**src/hdl/cup_ram.sv**
```systemverilog
// Generic single-write, single-read RAM with registered read data.
module cup_ram #(
	parameter int WIDTH = 8,
	parameter int DEPTH = 16
) (
	input  logic                     clk,
	input  logic                     we,
	input  logic [$clog2(DEPTH)-1:0] waddr,
	input  logic [WIDTH-1:0]         wdata,
	input  logic [$clog2(DEPTH)-1:0] raddr,
	output logic [WIDTH-1:0]         rdata
);

	logic [WIDTH-1:0] mem_q [DEPTH];

	always_ff @(posedge clk) begin
		if (we) begin
			mem_q[waddr] <= wdata;
		end
		rdata <= mem_q[raddr];
	end

endmodule

```
**config.mk**
```make
export PLATFORM = sky130hd
export DESIGN_NAME = cup_ram
export DESIGN_NICKNAME = d
export VERILOG_FILES = /design/src/hdl/cup_ram.sv
export SDC_FILE = /design/constraint.sdc
export NUM_CORES = 1
export LEC_CHECK = 0
export ABC_CLOCK_PERIOD_IN_PS = 3600
export BUFFER_PORTS_ARGS = -buffer_cell sky130_fd_sc_hd__buf_2
export CORE_MARGIN = 2
export CORE_UTILIZATION = 35
export CTS_BUF_LIST = sky130_fd_sc_hd__clkbuf_4
export CTS_CLUSTER_DIAMETER = 150
export DETAILED_ROUTE_END_ITERATION = 16
export SYNTH_ARGS = -nofsm -noshare
export SYNTH_HDL_FRONTEND = slang
export SYNTH_SLANG_ARGS = --single-unit
```
**constraint.sdc**
```tcl
create_clock -name clk -period 3.6 [get_ports clk]
set_input_delay 0 -clock clk [delete_from_list [all_inputs] [get_ports clk]]
set_output_delay 0 -clock clk [all_outputs]
set_load 0.02 [all_outputs]
```
; ---- Word-level counts from Yosys, hierarchy flattened
; Memory sizes are Yosys's and may differ from the RTL's. A register that Yosys moved wholly into a read port is not among the register bits.
; Cells that the tools add are included.
[op_classes]
mux = 2
[op_table]
columns = cell, n
row1 = 2-to-1 mux 1 bit, 2
[totals]
ram_bits = 128
wordCells = 3
memories = 1
regBits = 0
out_inout_bits = 8
[mem_list]
columns = memory, words, width, rd, rd_ports_with_merged_regs, write_ports, line
row1 = mem_q, 16, 8, 1, 1, 1, 14  ; logic [WIDTH-1:0] mem_q [DEPTH];

; ---- Longest topological paths before layout
; Gate-level depths: netlist (run 1).
[depth]
depth_word = 2
depth_mapped = 5

; ---- Worst setup path after synthesis (run 1)
; Ideal clock, no wire load.
[synth_timing]
path_kind = input -> register
from = in waddr[2]
to = mem mem_q[0][0], enable pin
n_path_buf = 0
setup_ns = 0.383
setup_slack_ns = 2.107
arrival_time_ns = 1.110
path_stages = 2
cell_sequence = or3b_2 -> nor3_1
[synth_lines]
columns = item, line
row1 = start: declaration, 8  ; input logic [$clog2(DEPTH)-1:0] waddr,
row2 = end: declaration, 14
; Straight into the memory's write port.

; ---- Worst setup path after layout (run 1)
[layout_timing]
from = in waddr[0]
to = mem mem_q[10][2], enable pin
; Straight into the memory's write port.

==> flow_metrics.env, run 1 <==
export IMPL_place_ws_ns=1.55
export IMPL_drtIter0Drc=180
export IMPL_tns_ns=0
export IMPL_fin_ws_ns=2.13
export IMPL_wl_per_cell_um=20.7
export IMPL_drive_gt1_share_pct=26.9
export IMPL_cp_slowest_stage_delay_ns=0.70
export IMPL_drv_cap=0
export IMPL_crit_fanout=8
export IMPL_critPathKind="input port to register"
export IMPL_grt_max_degree=33
export IMPL_cts_made_buffers=17
export IMPL_grt_pass1_vias=2516
export IMPL_final_hold_violation_count=0
export IMPL_wl_met2_mm=4.85
export IMPL_port_buffer_count=25
export IMPL_n_fill_cell=1313
export IMPL_final_antenna_net_count=0
export IMPL_cts_tree="yes"
export IMPL_period_share_pct=40.8
export IMPL_ys_ff_latch=136
export IMPL_r2r_end="rdata[6]"
export IMPL_setup_viol=0
export IMPL_synth_cells=229
export IMPL_wl_met1_mm=4.53
export IMPL_num_io_pins=26
export IMPL_cp_arrival_ns=1.60
export IMPL_yosysWarnings=0
export IMPL_hold_path_startpoint="raddr[3]"
export IMPL_syn2layout_area_growth_pct=13.0
export IMPL_grt_antenna_before_repair=0
export IMPL_grt_overflow_total=0
export IMPL_first_pass_iters=5
export IMPL_r2r_setup_slack_ns=2.26
export IMPL_clock_sinks=136
export IMPL_maxUsedRoutingLayer="met4"
export IMPL_r2r_start="mem_q[11][6]"
export IMPL_die_area_mm2=0.0157
export IMPL_clock_skew_ns=0.0194
export IMPL_worstSetupEndpointType="register"
export IMPL_synth_top_area_share_pct=74.7
export IMPL_hp_class="input port to register"
export IMPL_p_per_area_mw_per_mm2=499
export IMPL_dpl_instance_area_mm2=0.00544
export IMPL_holdPathEnd="rdata[3]"
export IMPL_h_tree_depth=4
export IMPL_path_cells="dlygate4sd3_1 -> buf_2 -> nand2b_1 -> nor2_1"
export IMPL_slew_limit_headroom_pct=27.9
export IMPL_peakVddDrop_mv=0.348
export IMPL_grt_usage_pct=13.5
export IMPL_syn_area_per_cell_um2=22.5
export IMPL_diodes=0
export IMPL_fp_row_count=44
export IMPL_synthTopCellsByArea="edfxtp_1, mux4_2, mux4_1, dfxtp_1, a22oi_1"
export IMPL_tightest_slew_ns=1.08
export IMPL_startpoint_type="input port"
export IMPL_synth_nets=247
export IMPL_dp_hpwl_mm=6.47
export IMPL_slowest_stage="nor2_1"
export IMPL_via_per_inst=5.02
export IMPL_clkTransAtPathRegs_ns=0.11
export IMPL_fin_area_mm2=0.00582
export IMPL_layout_nets=295
export IMPL_clkLatencyLatePin_ns=0.52
export IMPL_rsz0062_at_grt="false"
export IMPL_crit_buf_inv=2
export IMPL_synth_cell_area_mm2=0.00515
export IMPL_cp_top_family="simple AND/OR/NAND/NOR gates"
export IMPL_clock_path_buffers=2
export IMPL_coreArea_mm2=0.0144
export IMPL_gp_congestion=0.713
export IMPL_synth_top_cell_by_area="edfxtp_1"
export IMPL_die_w_um=125
export IMPL_ys_seq_area_share_pct=77.8
export IMPL_drc=0
export IMPL_wirelength_mm=9.83
export IMPL_fin_crit_ns=1.47
export IMPL_cp_required_ns=3.73
export IMPL_hold_path_depth=4
export IMPL_leakage_nw=1.91
export IMPL_met3WireLength_um=373
export IMPL_status="completed"
export IMPL_cts_root_buf="clkbuf_4"
export IMPL_grt_pass1_wl_mm=15.2
export IMPL_start_util_pct=35.7
export IMPL_final_max_slew_viol_count=0
export IMPL_max_freq_mhz=680
export IMPL_crit_start="waddr[0]"
export IMPL_ys_types=19
export IMPL_die_h_um=125
export IMPL_dr_total_vias=2381
export IMPL_r2r_cells=3
## where the power goes
part	internal (mW)	total [mW]	switching, mW
Clock	0.443	0.947	0.504
Combinational	0.0706	0.175	0.104
Sequential	1.77	1.78	0.00999
Total	2.28	2.90	0.618
## synth_stat cells (all sizes together)
library cell,count
edfxtp,128
mux4,32
a22oi,16
nor2,13
nand2,9
dfxtp,8
buf,7
nor3,4
clkdlybuf4s25,3
nand2b,2
nand3b,2
and2,1
and2b,1
nand3,1
nor2b,1
or3b,1
## per-stage QoR
step                util, %  power (mW)  cells  hold slack, ns
global route           40.3        3.01    474          0.0243
floorplan                 -        1.91    229          0.0989
detailed placement     37.7        1.99    431           0.409
global placement       37.7        1.98    431           0.391
CTS                    40.1        2.93    471          0.0162
finish                 40.3        2.90    474          0.0564
## worst min-delay path, stage by stage
cell	delay, ns
buf_2	0.10
nor2_1	0.14
a22oi_1	0.22
nand2_1	0.07
## flip-flops by register name, indices dropped and copies added (netlist names)
name	cells
rdata	8
mem_q	128
## worst max path at each step
stage / cells past startpoint / slack (ns) / to
final: 4 / 2.13 / mem_q[10][2]
after global routing: 4 / 2.05 / rdata[2]
after floorplan: 2 / 2.11 / mem_q[0][0]
after global placement: 3 / 1.54 / mem_q[0][0]
after CTS: 4 / 2.13 / rdata[2]
after detailed placement: 4 / 1.55 / rdata[2]
## metal layers
layer / vias up / track usage (%)
li1: 1075 / -
met1: 1253 / 17.8
met2: 45 / 21.3
met3: 8 / 4.96
met4: 0 / 3.33
met5: - / 0
## logic make-up after synthesis
family | share of synthesized area [%]
mux | 15.0
buf+inv | 1.68
flops | 77.8
compound gates | 2.33
simple gates | 3.18
## cell usage in the layout, fill, tap and decap left out
master,instances
nor2_1,13
nand2_1,9
mux4_2,18
clkinv_2,4
buf_2,25
dfxtp_1,8
clkinv_4,1
clkbuf_4,23
and2b_1,1
a22oi_1,16
clkinvlp_4,1
nor2b_1,1
bufinv_16,2
nand3_1,1
clkinv_1,2
mux4_1,14
and2_1,1
dlygate4sd3_1,10
or3b_2,1
edfxtp_1,128
nand3b_1,2
buf_4,3
nand2b_1,2
nor3_1,4
## timing repair
action,4_1_cts,5_1_grt
gates resized for setup,0,0
setup buffers,0,0
hold buffers,8,2
hold endpoints to repair,128,5
## final cells by class
class,count,area (um2),area share [%]
Multi-Input combinational cell,83,1060,18.2
Clock buffer,22,165,2.84
Timing Repair Buffer,39,255,4.39
Clock inverter,10,104,1.79
Tap cell,184,230,3.96
Sequential cell,136,4000,68.8
(Power assumes the default switching activity.)
==> run 2, diff against run 1 <==
Settings changed: ABC_AREA set to 1, ABC_CLOCK_PERIOD_IN_PS 3600 to 1200.
Clock period 3.6 ns to 1.2 ns, I/O delays scaled along.
==> run 2 against run 1 <==
Worst setup slack lost 2.0 ns. Wire length grew 33%. Synthesized area grew 12%. Power grew to 3.3 times the previous value. Largest cell class unchanged. Die area grew 12%.
==> flow_metrics.env, run 2 <==
export IMPL_status="completed"
export IMPL_crit_buf_inv=1
export IMPL_final_max_slew_viol_count=0
export IMPL_port_buffer_count=25
export IMPL_synth_top_area_share_pct=66.7
export IMPL_cp_required_ns=1.20
export IMPL_synth_nets=569
export IMPL_h_tree_depth=4
export IMPL_clkTransAtPathRegs_ns=0.11
export IMPL_clock_sinks=136
export IMPL_wirelength_mm=13.1
export IMPL_layout_nets=628
export IMPL_final_hold_violation_count=0
export IMPL_grt_overflow_total=0
export IMPL_max_freq_mhz=914
export IMPL_rsz0062_at_grt="false"
export IMPL_grt_antenna_before_repair=1
export IMPL_tns_ns=0
export IMPL_syn_area_per_cell_um2=10.5
export IMPL_synth_cells=551
export IMPL_dr_total_vias=3821
export IMPL_coreArea_mm2=0.0160
export IMPL_syn2layout_area_growth_pct=16.1
export IMPL_ys_types=12
export IMPL_synth_top_cell_by_area="edfxtp_1"
export IMPL_synthTopCellsByArea="edfxtp_1, nand2_1, nand3_1, inv_1, dfxtp_1"
export IMPL_slowest_stage="dfxtp_1"
export IMPL_leakage_nw=2.90
export IMPL_cp_slowest_stage_delay_ns=0.38
export IMPL_yosys_most_used_dff="edfxtp_1"
export IMPL_yosysMostFrequentCell="nand2_1"
export IMPL_critPathKind="register to primary output"
export IMPL_top_register="mem_q"
export IMPL_cp_top_family="flip-flops"
export IMPL_startpoint_type="register"
export IMPL_clkLatencyLatePin_ns=0.52
export IMPL_cp_arrival_ns=1.09
export IMPL_period_share_pct=91.2
export IMPL_die_h_um=132
export IMPL_grt_usage_pct=16.1
export IMPL_path_cells="buf_2"
export IMPL_peakVddDrop_mv=0.888
export IMPL_start_util_pct=36.0
export IMPL_largest_reg_flops=128
export IMPL_drtIter0Drc=224
export IMPL_async_reset_ff_share_pct=0
export IMPL_tightest_slew_ns=0.376
export IMPL_gp_congestion=0.863
export IMPL_grt_pass1_vias=3873
export IMPL_final_seq_area_mm2=0.00400
export IMPL_cts_made_buffers=17
export IMPL_ys_seq_area_share_pct=69.4
export IMPL_setup_viol=0
export IMPL_hold_ws_ns=0.0599
export IMPL_die_w_um=132
export IMPL_final_antenna_net_count=0
export IMPL_die_area_mm2=0.0175
export IMPL_drv_cap=0
export IMPL_ys_ff_latch=136
export IMPL_fp_row_count=46
export IMPL_final_common_cell="nand2_1"
export IMPL_drive_gt1_share_pct=13.8
export IMPL_reg_top3="mem_q (128), rdata (8)"
export IMPL_hp_class="input port to register"
export IMPL_via_per_inst=4.55
export IMPL_synth_cell_area_mm2=0.00577
export IMPL_wl_per_cell_um=15.6
export IMPL_first_pass_iters=4
export IMPL_grt_pass1_wl_mm=21.0
export IMPL_cts_tree="yes"
export IMPL_worstSetupEndpointType="primary output"
export IMPL_clock_path_buffers=2
export IMPL_drc=0
export IMPL_dp_hpwl_mm=8.45
export IMPL_slew_limit_headroom_pct=74.9
export IMPL_fin_crit_ns=1.09
export IMPL_synth_commonest_cells="nand2_1, edfxtp_1, inv_1, nand3_1, nor2_1"
export IMPL_num_io_pins=26
export IMPL_yosysWarnings=0
export IMPL_n_fill_cell=1580
export IMPL_final_cell_mix="nand2_1, edfxtp_1, inv_1"
export IMPL_cts_root_buf="clkbuf_4"
export IMPL_synth_edf_count=128
export IMPL_clock_skew_ns=0.0162
export IMPL_multi_input_area_mm2=0.00121
export IMPL_grt_max_degree=33
export IMPL_p_per_area_mw_per_mm2=1450
export IMPL_crit_fanout=1
-- run 2: cell types whose count changed after synthesis, sizes merged, moves of 16 or more --
| cell | delta |
|---|---|
| nand2 | +164 |
| inv | +102 |
| mux4 | -32 |
| a22oi | -16 |
| nand3 | +96 |
| buf | +17 |
-- run 2: report_power, final --
part           total [mW]  leakage [nW]  switching [mW]  internal (mW)
registers            5.34          1.22          0.0361           5.30
logic               0.715          1.49           0.484          0.231
clock network        3.65         0.189            1.51           2.14
total                9.70          2.90            2.03           7.67
-- run 2: repair_timing --
item,4_1_cts,5_1_grt
hold endpoints to repair,136,0
setup buffers,0,0
resized for setup,0,0
hold buffers,9,0
-- run 2: metal layers --
metal | global-route usage, % | vias to the layer above | routed length, um
li1 | - | 1894 | -
met1 | 19.7 | 1821 | 5610
met2 | 27.4 | 94 | 6640
met3 | 4.00 | 12 | 610
met4 | 6.21 | 0 | 225
met5 | 0 | - | 0
-- run 2: logic make-up (layout without fill, tap and decap cells) --
group	after synthesis	in the layout	synth area share [%]
buffers and inverters	126	197	9.52
AND/OR/NAND/NOR	289	289	21.0
other	0	1	0
flip-flops	136	136	69.4
-- run 2: per-stage QoR --
stage	cells	setup WS (ns)	cell area [um2]	power [mW]	util [%]
CTS	838	0.0502	6690	9.79	41.8
finish	839	0.105	6700	9.70	41.9
global placement	798	0.109	6250	6.14	39.0
detailed placement	798	0.0783	6250	6.15	39.0
global route	839	0.0262	6700	10.1	41.9
floorplan	551	0.249	5770	5.85	-
-- run 2: final timing paths --
check | from | end | slack, ns | depth (start not counted)
max | rdata[4] | rdata[4] | 0.11 | 1
max reg2reg | mem_q[7][6] | rdata[6] | 0.19 | 6
min reg2reg | mem_q[10][3] | rdata[3] | 0.68 | 6
min | raddr[2] | rdata[4] | 0.06 | 5
-- run 2: final cells by class --
| cell class | instances | area share (%) |
|---|---|---|
| tap | 216 | 4.04 |
| clock inverter | 10 | 2.99 |
| antenna | 1 | 0.0374 |
| sequential | 136 | 59.8 |
| timing repair buffer | 64 | 6.95 |
| inverter | 102 | 5.72 |
| multi-input combinational | 289 | 18.1 |
| clock buffer | 21 | 2.35 |
-- run 2: worst register-to-register path, stage by stage, from the launching register on --
cell and delay (ns):
edfxtp_1 0.37, inv_1 0.06, nand2_1 0.05, nand3_1 0.08, nand3_1 0.11, nand3_1 0.18
nand2_1 0.07
